$ cat src/sv/brl_pkg.sv
// Shared types, constants and helpers of the byte repeat limiter.
package brl_pkg;

  localparam int unsigned CHAR_BITS   = 8;
  localparam int unsigned PORT_CODE_W = 8;
  localparam int unsigned NUM_CODES   = 1 << CHAR_BITS;
  localparam int unsigned MAP_W       = 64;
  localparam int unsigned NUM_MAPS    = 4;
  localparam int unsigned MAP_SEL_W   = $clog2(NUM_MAPS);
  localparam int unsigned BIT_SEL_W   = $clog2(MAP_W);
  localparam int unsigned MAX_REP_W   = 8;
  localparam int unsigned RUN_W       = 9;
  localparam int unsigned COUNT_W     = 32;
  localparam int unsigned CFG_IDX_W   = 3;
  localparam int unsigned QUEUE_DEPTH = 2;
  localparam int unsigned QPTR_W      = $clog2(QUEUE_DEPTH);
  localparam int unsigned QCNT_W      = $clog2(QUEUE_DEPTH + 1);

  localparam logic [RUN_W-1:0]     RUN_MAX          = '1;
  localparam logic [MAX_REP_W-1:0] MAX_REPEAT_RESET = 8'd3;
  localparam logic [MAP_W-1:0]     EXEMPT_LOW_RESET = 64'h03FF_0000_0000_0000;

  typedef logic [CHAR_BITS-1:0] code_t;
  typedef logic [COUNT_W-1:0]   count_t;

  typedef enum logic [CFG_IDX_W-1:0] {
    REG_MAX_REPEAT      = 3'd0,
    REG_EXEMPT_LOW      = 3'd1,
    REG_EXEMPT_MID_LOW  = 3'd2,
    REG_EXEMPT_MID_HIGH = 3'd3,
    REG_EXEMPT_HIGH     = 3'd4
  } cfg_reg_e;

  typedef struct packed {
    logic [MAX_REP_W-1:0]                max_repeat;
    logic [NUM_MAPS-1:0][MAP_W-1:0]      exempt_map;
  } cfg_t;

  // One classified byte on its way to the histogram stage
  typedef struct packed {
    code_t code;
    logic  keep;
  } item_t;

  function automatic count_t sat_inc(count_t v);
    return (v == '1) ? v : v + count_t'(1);
  endfunction

endpackage

$ cat src/sv/brl_queue.sv
// Short queue between the classifier and the histogram stage.
module brl_queue (
  input  logic            clk_i,
  input  logic            rst_ni,
  input  logic            push_i,
  input  brl_pkg::item_t  push_item_i,
  output logic            full_o,
  input  logic            pop_i,
  output logic            valid_o,
  output brl_pkg::item_t  head_o
);
  import brl_pkg::*;

  item_t              entry_q [QUEUE_DEPTH];
  logic [QPTR_W-1:0]  wr_ptr_q, rd_ptr_q;
  logic [QCNT_W-1:0]  count_q;
  logic               do_pop;

  assign full_o  = (count_q == QCNT_W'(QUEUE_DEPTH));
  assign valid_o = (count_q != '0);
  assign head_o  = entry_q[rd_ptr_q];
  assign do_pop  = pop_i && valid_o;

  always_ff @(posedge clk_i) begin
    if (push_i) begin
      entry_q[wr_ptr_q] <= push_item_i;
    end
  end

  always_ff @(posedge clk_i or negedge rst_ni) begin
    if (!rst_ni) begin
      wr_ptr_q <= '0;
      rd_ptr_q <= '0;
      count_q  <= '0;
    end else begin
      if (push_i) begin
        wr_ptr_q <= wr_ptr_q + QPTR_W'(1);
      end
      if (do_pop) begin
        rd_ptr_q <= rd_ptr_q + QPTR_W'(1);
      end
      if (push_i && !do_pop) begin
        count_q <= count_q + QCNT_W'(1);
      end else if (!push_i && do_pop) begin
        count_q <= count_q - QCNT_W'(1);
      end
    end
  end

  a_no_overflow: assert property (@(posedge clk_i) disable iff (!rst_ni)
    push_i |-> !full_o)
    else $error("push into a full queue");

  a_count_bound: assert property (@(posedge clk_i) disable iff (!rst_ni)
    count_q <= QCNT_W'(QUEUE_DEPTH))
    else $error("queue count out of range");

endmodule

$ cat config.mk
export PLATFORM = sky130hd
export DESIGN_NAME = brl_queue
export DESIGN_NICKNAME = d
export VERILOG_FILES = /design/src/sv/brl_pkg.sv /design/src/sv/brl_queue.sv
export SDC_FILE = /design/constraint.sdc
export NUM_CORES = 1
export LEC_CHECK = 0
export BUFFER_PORTS_ARGS = -buffer_cell sky130_fd_sc_hd__buf_2
export CELL_PAD_IN_SITES_DETAIL_PLACEMENT = 0
export CELL_PAD_IN_SITES_GLOBAL_PLACEMENT = 2
export CORE_MARGIN = 3
export CORE_UTILIZATION = 31
export DETAILED_ROUTE_END_ITERATION = 8
export PLACE_DENSITY_LB_ADDON = 0.15
export SETUP_SLACK_MARGIN = 0.02
export SYNTH_ARGS = -nofsm -noshare
export SYNTH_HDL_FRONTEND = slang
export SYNTH_SLANG_ARGS = --single-unit
$ cat constraint.sdc
create_clock -name clk_i -period 2.3 [get_ports clk_i]
set_clock_uncertainty 0.2 [all_clocks]
set_input_delay 0.23 -clock clk_i [delete_from_list [all_inputs] [get_ports clk_i]]
set_output_delay 0.23 -clock clk_i [all_outputs]
set_load 0.1 [all_outputs]
# Yosys cells after proc, flatten, opt, wreduce, memory -nomap -nowiden
# Memories as Yosys holds them, arrays and structs flattened.
# Cells that the tools add are included.
# W data, S select, Z words.
[totals]
in_bits = 13
out_inout_bits = 11
latchBits = 0
mem_bits_ro = 0
ff_bits = 4
ramBits = 18
memories = 1
[memory_table]
columns = ["name", "words", "width", "read_ports", "rd_ports_with_merged_regs", "wr", "line_no", "source"]
rows = [
  ["entry_q", 2, 9, 1, 0, 1, "brl_queue.sv:14", "item_t entry_q [QUEUE_DEPTH];"],
]
[classes]
div_mod_pow = 0
n_eq_ne = 1
reduce_logical = 7
n_lt_le_gt_ge = 0
mul = 0
mux = 4
n_addsub = 4
bitwise = 0
n_shift = 0
[ops]
columns = ["cell", "n"]
rows = [
  ["$mux W2", 2],
  ["$reduce_bool A2 Y1", 2],
  ["$logic_and A1 B1 Y1", 3],
  ["$add A1 B1 Y1 const B", 2],
  ["$add A2 B1 Y2 const B", 1],
  ["$eq A2 B2 Y1 const B", 1],
  ["$logic_not A1 Y1", 2],
  ["$mux W1", 2],
  ["$sub A2 B1 Y2 const B", 1],
]

# Depth between registers and ports, before layout
[depth]
ltp_word = 5
mapped_depth = 6
mapped_depth_nobuf = 6

# Worst setup path after synthesis
# OpenSTA, ideal clock, no wires.
[synth_path]
kind = "register to register"
startpoint = "register count_q[0]"
endpoint = "register count_q[1]"
t_arrival_ps = 1348
period_less_slack_ps = 1673
path_buffers = 0
setup_ps = 125
slack_ps = 627
stages_incl_launch_ff = 7
path_cell_list = "dfrtp_1 or2_4 nand2_4 ha_1 xor2_1 nor2_1 xor2_1"
[synth_via]
elab_chain_cells = 5
word_cells_on_any_way = 10
cone_classes = "2 x add/sub; 2 x mux; 6 x reduce/logical"
[synth_lines]
columns = ["element", "line_no", "source"]
rows = [
  ["start: declaration", "brl_queue.sv:16", "logic [QCNT_W-1:0] count_q;"],
  ["start signal: assignment", "brl_queue.sv:43", "count_q <= count_q + QCNT_W'(1);"],
  ["start signal: assignment", "brl_queue.sv:45", "count_q <= count_q - QCNT_W'(1);"],
  ["$reduce_bool A2 Y1 *", "brl_queue.sv:20", "assign valid_o = (count_q != '0);"],
  ["via valid_o", "brl_queue.sv:9", "output logic valid_o,"],
  ["$logic_and A1 B1 Y1 *", "brl_queue.sv:22", "assign do_pop = pop_i && valid_o;"],
  ["$logic_not A1 Y1", "brl_queue.sv:42", "if (push_i && !do_pop) begin"],
  ["$logic_and A1 B1 Y1", "brl_queue.sv:42", ""],
  ["$mux W2 / $reduce_bool A2 Y1 (equally long branches)", "n/a", ""],
]
# The timed path passes the listed nets; every way through them passes the cells marked *. The select of a mux whose other input is x is not followed.
# A chain may end at the register's enable or synchronous reset.

==> out/qor.yml <==
synth_xor_xnor_area_share: 0.0515
grt_max_degree: 14
crit_fanout: 10
finalSetupViolCount: 0
first_pass_iters: 2
wl_per_cell_um: 11.6
die_width_um: 58.4
path_clk_slew_ns: 0.12
num_antenna_cells: 0
fin_setup_tns_ns: 0
cts_buffers: 3
drc: 0
multiInputGateArea_um2: 203
grt_pass1_wl_um: 2210
hp-class: "primary input to async pin"
cts_buffer_depth: 2
drt_wl_total_um: 1310
coreArea_um2: 2540
fin_crit_ns: 2.05
syn_area_um2: 851
drive_gt1_frac: 0.482
cts_root_buf: "clkbuf_4"
cp-end-kind: "primary output"
clock.fmax_mhz: 487
fin_nets: 98
h-tree-depth: 1
required_ns: 1.87
yosys.area_share.simple: 0.0529
synth.distinct_cells: 13
synthesis.nets: 58
synth-seq-area-share: 0.753
cts_hold_buf: 12
post-route-period-util: 0.893
num_vias: 470
start_util: 0.334
fp.dieH_um: 58.4
cap_violations: 0
hpwlAfterDp_um: 921
post-cts-setup-buffers: 0
grt-ovfl-total: 0
worst_r2r_path_depth: 6
critical_path_class: "flip-flop to primary output"
slew_violations: 0
grt_pass1_vias: 515
cts_tree: "done"
grt_setup_unrepaired: "no"
synthToLayoutAreaGrowth_pct: 38.2
run_status: "complete, no violations"
fillers: 230
fin_cells: 113
crit_arrival_ns: 1.62
slew_headroom: 0.678
numClockSinks: 22
io_buffers: 23
syn_area_per_cell_um2: 19.3
rows: 18
cp-start-kind: "flip-flop"
synth_seq_cells: 22
r2r-start: "count_q[0]"
gp_congestion: 0.663
hold_viol: 0
placed_cells: 97
yosysWarnings: 0
synth_compound_area_frac: 0
syn_inst: 44
synth_fa_ha_area_frac: 0.0147
synth_mux_area_frac: 0.119
grt_use_total: 0.0905
drtIter0Drc: 6
via_per_inst: 4.16
r2r_setup_slack_ns: 0.73
r2r-end: "count_q[1]"
synth_top_family_by_area: "multiplexers"
register_area_um2: 641
cts_resized: 0
antenna_found_initial: 0
antenna_left: 0
die-area_um2: 3410
io_pins: 24
tightestPinTransition_ns: 0.487
worstSkewPairLatency_ns: 0.30
state kept, by name, indices dropped and copies added, names as in the netlist:
register,flops
wr_ptr_q,1
count_q,2
rd_ptr_q,1
entry_q,18
how the worst max path moves through the flow:
stage | from | endpoint | slack [ns] | depth (start not counted)
2_1_floorplan | count_q[0] | count_q[1] | 0.63 | 6
3_3_place_gp | rd_ptr_q | head_o[6] | 0.58 | 2
3_5_place_dp | rd_ptr_q | head_o[6] | 0.57 | 2
4_1_cts | rd_ptr_q | head_o[6] | 0.21 | 2
5_1_grt | rd_ptr_q | head_o[1] | 0.15 | 2
6_report | rd_ptr_q | head_o[6] | 0.25 | 2
cell usage in the layout, fill, tap and decap left out:
cell type       n
and2_1          1
and2b_2         1
buf_2          23
buf_4           1
bufinv_16       1
clkbuf_4        3
dfrtp_1         4
dlygate4sd3_1  12
edfxtp_1       18
ha_1            1
mux2_2          9
nand2_4         1
nor2_1          1
nor2b_1         1
or2_4           1
xnor2_1         2
xor2_1          3
final cells by class:
type,instances,share of cell area
clock inverter,1,0.0255
clock buffer,3,0.0191
sequential,22,0.545
tap,30,0.0319
multi-input combinational,21,0.172
timing repair buffer,36,0.206
worst max-delay path: stages (launching register included):
cell and delay [ns]:
dfrtp_1 0.64, mux2_2 0.39, buf_2 0.29
per-stage QoR:
step	hold WS [ns]	area, um^2	utilization	setup slack, ns
floorplan	-0.266	851	-	0.627
global placement	-0.158	1000	0.394	0.584
detailed placement	-0.157	1000	0.394	0.568
CTS	0.0240	1180	0.462	0.214
global route	0.00944	1180	0.462	0.152
finish	0.0449	1180	0.462	0.247
synthesized netlist by cell type (all sizes together):
master,number,share of area
xor2,3,0.031
edfxtp,18,0.64
or2,1,0.010
nor2,1,0.0044
mux2,9,0.12
nor2b,1,0.0074
and2,1,0.0074
buf,1,0.0088
and2b,1,0.010
nand2,1,0.013
dfrtp,4,0.12
xnor2,2,0.021
ha,1,0.015
logic make-up (layout without fill, tap and decap cells):
family / count (synthesis) / count (layout)
xor gates and xnor gates: 5 / 5
adders and majority gates: 1 / 1
buffers and inverters: 1 / 40
DFF: 22 / 22
muxes: 9 / 9
and+or+nand+nor: 6 / 6
metal layers:
metal,track usage,routed length [um],up-vias
met5,0,0,-
met4,0.0497,0,0
met3,0.0351,85,0
met2,0.159,688,12
met1,0.0905,539,219
li1,-,-,239
Power is not shown: default switching activity piles up to over one toggle a cycle in this logic, so the estimate is an artifact.
