File: config.mk
export PLATFORM = sky130hd
export DESIGN_NAME = brl_front
export DESIGN_NICKNAME = d
export VERILOG_FILES = /design/src/sv/brl_pkg.sv /design/src/sv/brl_front.sv
export SDC_FILE = /design/constraint.sdc
export NUM_CORES = 1
export LEC_CHECK = 0
export ABC_AREA = 1
export BUFFER_PORTS_ARGS = -buffer_cell sky130_fd_sc_hd__buf_2
export CAP_MARGIN = 0
export CORE_MARGIN = 2
export CORE_UTILIZATION = 30
export CTS_CLUSTER_DIAMETER = 100
export DETAILED_ROUTE_END_ITERATION = 8
export PLACE_DENSITY = 0.6
export SYNTH_ARGS = -nofsm -noshare
export SYNTH_HDL_FRONTEND = slang
export SYNTH_SLANG_ARGS = --single-unit
File: constraint.sdc
create_clock -name clk_i -period 9.2 [get_ports clk_i]
set_input_delay 1.84 -clock clk_i [delete_from_list [all_inputs] [get_ports clk_i]]
set_output_delay 1.84 -clock clk_i [all_outputs]
set_load 0.1 [all_outputs]
File: src/sv/brl_pkg.sv
// Shared types, constants and helpers of the byte repeat limiter.
package brl_pkg;

  localparam int unsigned CHAR_BITS   = 8;
  localparam int unsigned PORT_CODE_W = 8;
  localparam int unsigned NUM_CODES   = 1 << CHAR_BITS;
  localparam int unsigned MAP_W       = 64;
  localparam int unsigned NUM_MAPS    = 4;
  localparam int unsigned MAP_SEL_W   = $clog2(NUM_MAPS);
  localparam int unsigned BIT_SEL_W   = $clog2(MAP_W);
  localparam int unsigned MAX_REP_W   = 8;
  localparam int unsigned RUN_W       = 9;
  localparam int unsigned COUNT_W     = 32;
  localparam int unsigned CFG_IDX_W   = 3;
  localparam int unsigned QUEUE_DEPTH = 2;
  localparam int unsigned QPTR_W      = $clog2(QUEUE_DEPTH);
  localparam int unsigned QCNT_W      = $clog2(QUEUE_DEPTH + 1);

  localparam logic [RUN_W-1:0]     RUN_MAX          = '1;
  localparam logic [MAX_REP_W-1:0] MAX_REPEAT_RESET = 8'd3;
  localparam logic [MAP_W-1:0]     EXEMPT_LOW_RESET = 64'h03FF_0000_0000_0000;

  typedef logic [CHAR_BITS-1:0] code_t;
  typedef logic [COUNT_W-1:0]   count_t;

  typedef enum logic [CFG_IDX_W-1:0] {
    REG_MAX_REPEAT      = 3'd0,
    REG_EXEMPT_LOW      = 3'd1,
    REG_EXEMPT_MID_LOW  = 3'd2,
    REG_EXEMPT_MID_HIGH = 3'd3,
    REG_EXEMPT_HIGH     = 3'd4
  } cfg_reg_e;

  typedef struct packed {
    logic [MAX_REP_W-1:0]                max_repeat;
    logic [NUM_MAPS-1:0][MAP_W-1:0]      exempt_map;
  } cfg_t;

  // One classified byte on its way to the histogram stage
  typedef struct packed {
    code_t code;
    logic  keep;
  } item_t;

  function automatic count_t sat_inc(count_t v);
    return (v == '1) ? v : v + count_t'(1);
  endfunction

endpackage

File: src/sv/brl_front.sv
// Front end: accepts bytes, tracks the current run and decides keep or drop.
module brl_front (
  input  logic                             clk_i,
  input  logic                             rst_ni,
  input  logic                             in_valid_i,
  output logic                             in_stall_o,
  input  logic [brl_pkg::PORT_CODE_W-1:0]  char_code_i,
  input  logic                             starts_string_i,
  input  brl_pkg::cfg_t                    cfg_i,
  input  logic                             q_full_i,
  output logic                             q_push_o,
  output brl_pkg::item_t                   q_item_o
);
  import brl_pkg::*;

  code_t             last_code_q, last_code_d;
  logic [RUN_W-1:0]  run_count_q, run_count_d;
  code_t             code;
  logic [PORT_CODE_W-1:0] code_ext;
  logic              exempt;
  logic              new_run;
  logic [RUN_W-1:0]  run_inc;
  logic              keep;
  logic              accept;

  assign code     = char_code_i[CHAR_BITS-1:0];
  assign code_ext = PORT_CODE_W'(code);
  assign exempt   = cfg_i.exempt_map[code_ext[BIT_SEL_W +: MAP_SEL_W]][code_ext[BIT_SEL_W-1:0]];
  assign new_run  = starts_string_i || (code != last_code_q) || exempt;
  assign run_inc  = (run_count_q == RUN_MAX) ? run_count_q : run_count_q + RUN_W'(1);
  assign keep     = new_run || (run_inc <= RUN_W'(cfg_i.max_repeat));

  assign accept     = in_valid_i && !q_full_i;
  assign in_stall_o = q_full_i;
  assign q_push_o   = accept;
  assign q_item_o   = '{code: code, keep: keep};

  always_comb begin
    last_code_d = last_code_q;
    run_count_d = run_count_q;
    if (accept) begin
      if (new_run) begin
        last_code_d = code;
        run_count_d = RUN_W'(1);
      end else begin
        run_count_d = run_inc;
      end
    end
  end

  always_ff @(posedge clk_i or negedge rst_ni) begin
    if (!rst_ni) begin
      last_code_q <= '0;
      run_count_q <= '0;
    end else begin
      last_code_q <= last_code_d;
      run_count_q <= run_count_d;
    end
  end

  a_new_run_restarts: assert property (@(posedge clk_i) disable iff (!rst_ni)
    accept && new_run |=> run_count_q == RUN_W'(1) && last_code_q == $past(code))
    else $error("new run did not restart the run state");

  a_drop_is_repeat: assert property (@(posedge clk_i) disable iff (!rst_ni)
    accept && !keep |-> !starts_string_i && code == last_code_q && !exempt)
    else $error("drop decided for a byte that starts a run");

endmodule

; ---- Yosys cells after proc, flatten, opt, wreduce, memory -nomap -nowiden
; Index checks and enable logic that the tools add are counted.
[word_totals]
in_bits = 277
out_inout_bits = 11
mem_bits_ro = 0
ram_bits = 0
latch_bits = 0
n_memories = 0
reg_bits = 17
word_cells = 20
[op_classes]
shift = 0
n_lt_le_gt_ge = 3
bitwise = 0
mul = 0
n_div = 0
mux = 6
n_addsub = 1
reduce_logical = 6
n_eq_ne = 2
[ops]
columns = operator, count
row1 = 64-bit binary-select mux with 2-bit select, 1
row2 = 64-bit two-way mux, 1
row3 = 9-bit two-way mux, 2
row4 = "9-bit by 1-bit adder with 9-bit output, second input constant", 1
row5 = "9-bit == test, second input constant", 1
row6 = 9-bit by 8-bit <= comparator with 1-bit output, 1
row7 = 8-bit inequality test, 1
row8 = "6-bit by 7-bit < comparator with 1-bit output, second input constant", 1
row9 = 1-bit binary-select mux with 6-bit select, 1
row10 = 1-bit logical OR, 3
row11 = "2-bit by 3-bit < comparator with 1-bit output, second input constant", 1
row12 = 2-bit AND reduction, 1
row13 = 1-bit logical AND, 1
row14 = 1-bit logical NOT, 1
row15 = 1-bit two-way mux, 1

; ---- Depth between registers and ports, before layout
[depth]
word_depth = 6
depth_mapped = 17
ltp_nobuf = 16

; ---- Worst setup path after synthesis
; OpenSTA, ideal clock, no wires.
[synth_timing]
path_type = input-to-output
from = in char_code_i[6] (netlist name)
to = out q_item_o[0] (netlist name)
stages = 16
path_slack_ps = 3964
path_buffers = 4
required_time_ps = 7360
arrival_ps = 3396
path_cell_list = buf_4 > inv_2 > buf_8 > buf_6 > nand2_1 > nand3_1 > nand3_1 > nand3_1 > nand3_1 > nand2_1 > nand2_1 > nand3_1 > nand3_2 > nand3_4 > o21bai_1 > buf_4
[synth_between]
elab_chain_len = 6
elab_cells_between_ends = 8
cone_classes = eq/ne (1) / mux (4) / reduce/logical (3)
[synth_lines]
columns = element, line_no
row1 = from (decl), brl_front.sv:7  ; input logic [brl_pkg::PORT_CODE_W-1:0] char_code_i,
row2 = 64-bit binary-select mux with 2-bit select, brl_front.sv:28  ; assign exempt = cfg_i.exempt_map[code_ext[BIT_SEL_W +: MAP_SEL_W]][code_ext[BIT_SEL_W-1:0]];
row3 = 64-bit two-way mux (implied by the code), brl_front.sv:28
row4 = 1-bit binary-select mux with 6-bit select, brl_front.sv:28
row5 = 1-bit two-way mux (implied by the code), brl_front.sv:28
row6 = 1-bit logical OR *, brl_front.sv:29  ; assign new_run = starts_string_i || (code != last_code_q) || exempt;
row7 = 1-bit logical OR *, brl_front.sv:31  ; assign keep = new_run || (run_inc <= RUN_W'(cfg_i.max_repeat));
row8 = to (decl), brl_front.sv:12  ; output brl_pkg::item_t q_item_o
; Mark *: on every way between the ends. The rest lies on a longest branch, timed or not. The select of a mux whose other input is x is not followed.

==> results.cfg <==
[status]
status = complete, no violations

[power_and_ir_drop]
p_int_mw = 0.2286
irDropWorstVdd_uv = 49.52
switching_share_pct = 42.14
leakage_nw = 2.917
power_mw = 0.3951
clkPwrFrac_pct = 22.5
pwr-share-seq_pct = 21.3
powerDensity_nw_per_um2 = 75.94
combinationalPowerShare_pct = 56.3
switchingPower_mw = 0.1665

[global_routing]
gr-total-overflow = 0
grt_pass1_wl_um = 27880
grt_pass1_vias = 5455
antenna_found_initial = 2
grt_max_degree = 95
track_usage_pct = 24.61

[min_path]
min-delay-start = last_code_q[4]
holdPathEnd = last_code_q[4]
hold_path_class = flop to flop
holdPathStages = 2

[setup_path]
r2r_slack_ps = 7210
crit-reg2reg-launch = run_count_q[0]
worstPathCellList = buf_4 > clkinv_2 > buf_4 > nand2_1 > nand3_1 > nand3_1 > nand3_1 > nand3_1 > nand2_1 > nand2_1 > nand3_1 > nand3_2 > nand3_4 > o21bai_1 > buf_2
worst_path_max_delay_cell = clkinv_2
cp.required_ps = 7360
max_stage_delay_ps = 810
cp.arrival_ps = 5280
crit_buf_inv = 4
reg2reg_depth = 10
start_kind = input pin
cpMostUsedCell = nand3_1
cp_max_fo = 71
worstReg2RegEnd = run_count_q[0]
cp-end-kind = primary output
crit_type = input pin to primary output
crit_family = buffers and inverters

[clock_network]
cts-resized-gates = 0
cts_max_path_buffers = 2
cts_tree = done
hold_buffers = 0
cts.sinks = 17
path_clk_slew_ps = 50
cts_buffers = 3
post_cts_buffers = 0
clock_latency_ps = 250
cts-htree-levels = 1
root_buffer = clkbuf_16

[yosys]
synth_ff_type = dfrtp_1
synth.yosys.seq_area_share_pct = 11.01
synthCells = 734
yosysUniqueCellTypes = 31
syn_area_sq_um = 3862
avgSynthCellArea_sq_um = 5.262
async_flop_share_pct = 100.0
synth-edff-count = 0
synth_seq_cells = 17
ys_warn_count = 0
syn_nets = 1020

[sta]
tns_ps = 0
holdWs_ps = 496.8
finalSetupViolations = 0
rsz0062_at_grt = no
worst_pin_slew_ps = 1039
finalHoldViolCount = 0
slew-limit-headroom_pct = 30.32
skew_ps = 1.549
fmax_ghz = 0.1405
finalCriticalPeriod_ps = 7119
slew_viol_final = 0
finalCritPeriodShare_pct = 77.38

[run]
drv_cap = 0

[drt]
firstDrtPassIters = 7
drtAntennaViolNets = 0
drt-initial-drc-count = 522
avgRoutedWirePerCell_um = 15.67
wl_um = 17810
drc = 0
via_per_inst = 5.049
vias = 5741

[placed_design]
portBuffers = 287
hpwl_um = 13860
globalplace.congestion = 0.9332

[die]
die_area_sq_um = 13800
die_h_um = 117.5
die_w_um = 117.5
rows = 41
pin_count = 288
initial_utilization_pct = 30.61
core_area_sq_um = 12620

[finish]
drive_gt1_share_pct = 31.78
area_growth_pct = 34.69
fin_nets = 1250
## worst reg2reg max path: cells and delay by family (launching register included)
kind | cells | cell delay [ps]
adder cells (fa/ha/maj) | 1 | 210
flip-flops | 1 | 390
buffers and inverters | 1 | 80
AO/OA/AOI/OAI | 1 | 80
AND/OR/NAND/NOR | 6 | 790
XOR/XNOR | 1 | 320
## area by class of cell
type                    instances  area, sq um
clock buffers                   4        78.83
multi-input cells             627         2914
inverters                      23        87.58
well taps                     172        215.2
repair buffers                292         1476
flip-flops and latches         17        425.4
fillers                      1441         7417
diodes                          2        5.005
## sequential cells by signal, indices dropped and copies added (netlist names)
signal and flops:
run_count_q 9, last_code_q 8
## metrics by stage
step           setup slack (ps)  std cells  utilization [%]  area, sq um
2_1_floorplan              3964        734                -         3862
3_5_place_dp               2102       1131            40.56         5119
4_1_cts                    2108       1135            41.19         5197
6_report                   2081       1137            41.23         5202
3_3_place_gp               2107       1131            40.56         5119
5_1_grt                    1743       1137            41.23         5202
## layout by cell type (no fill, tap or decap)
cell,netlist,final
xnor2_1,3,3
o22ai_1,3,3
nand3_2,2,2
diode_2,0,2
ha_1,9,9
a21boi_0,3,3
a211oi_1,1,1
nor2_2,0,1
o21bai_1,2,2
inv_2,2,2
o31ai_1,1,1
clkbuf_1,12,1
o2111ai_1,1,1
inv_1,19,18
nand3_4,1,1
nand2_1,314,314
nand2_2,1,1
o21ai_0,7,7
nand3_1,258,258
o32ai_1,1,1
buf_4,14,6
clkinv_2,0,1
clkinv_1,2,2
buf_2,27,286
dfrtp_1,17,17
a221oi_1,1,1
nand4_1,1,1
xor2_1,4,4
nor2_1,6,5
a21oi_1,5,5
o22ai_2,3,3
clkbuf_16,0,3
## kinds of logic (layout without fill, tap and decap cells)
family / Yosys count / count (layout) / synth area share (%)
flops: 17 / 17 / 11.01
fa+ha+maj: 9 / 9 / 2.916
simple gates: 583 / 583 / 65.82
buf+inv: 90 / 319 / 13.61
compound gates: 28 / 28 / 5.054
other cells: 0 / 2 / 0
xor+xnor: 7 / 7 / 1.587
## power by group through the flow
| stage | clock [mW] | sequential [mW] | combinational, mW |
|---|---|---|---|
| 3_5_place_dp | 0 | 0.0853 | 0.221 |
| 4_1_cts | 0.0917 | 0.0841 | 0.222 |
| 3_3_place_gp | 0 | 0.0851 | 0.221 |
| 5_1_grt | 0.0932 | 0.0845 | 0.247 |
| 6_report | 0.0887 | 0.0841 | 0.222 |
| 2_1_floorplan | 0 | 0.0842 | 0.139 |
## layer usage
layer  wire length [um]  track usage [%]  share of wire (%)
met1               7616            31.31                 43
met2               8258            41.78                 46
met3               1380            4.360                7.7
met4                558            8.735                3.1
met5                  0                0                  0
## worst max path at each step
| stage | start | end | slack (ps) | cells past startpoint |
|---|---|---|---|---|
| 3_5_place_dp | char_code_i[0] | q_item_o[0] | 2100 | 12 |
| 5_1_grt | char_code_i[6] | q_item_o[0] | 1740 | 15 |
| 3_3_place_gp | char_code_i[6] | q_item_o[0] | 2110 | 15 |
| 6_report | char_code_i[6] | q_item_o[0] | 2080 | 15 |
| 4_1_cts | char_code_i[0] | q_item_o[0] | 2110 | 12 |
| 2_1_floorplan | char_code_i[6] | q_item_o[0] | 3960 | 16 |
## cell usage after synthesis, types with 2 or more instances
master / n / share of area (%)
clkbuf_1: 12 / 1.2
dfrtp_1: 17 / 11
ha_1: 9 / 2.9
nand3_1: 258 / 33
a21boi_0: 3 / 0.58
inv_1: 19 / 1.8
buf_2: 27 / 3.5
o22ai_1: 3 / 0.49
xor2_1: 4 / 0.91
a21oi_1: 5 / 0.65
xnor2_1: 3 / 0.68
o21bai_1: 2 / 0.39
clkinv_1: 2 / 0.19
o21ai_0: 7 / 0.91
buf_4: 14 / 2.7
nand2_1: 314 / 31
nand3_2: 2 / 0.52
nor2_1: 6 / 0.58
inv_2: 2 / 0.19
o22ai_2: 3 / 0.97
buf_6: 12 / 3.5
No activity file was read; power rests on OpenSTA's default activity.
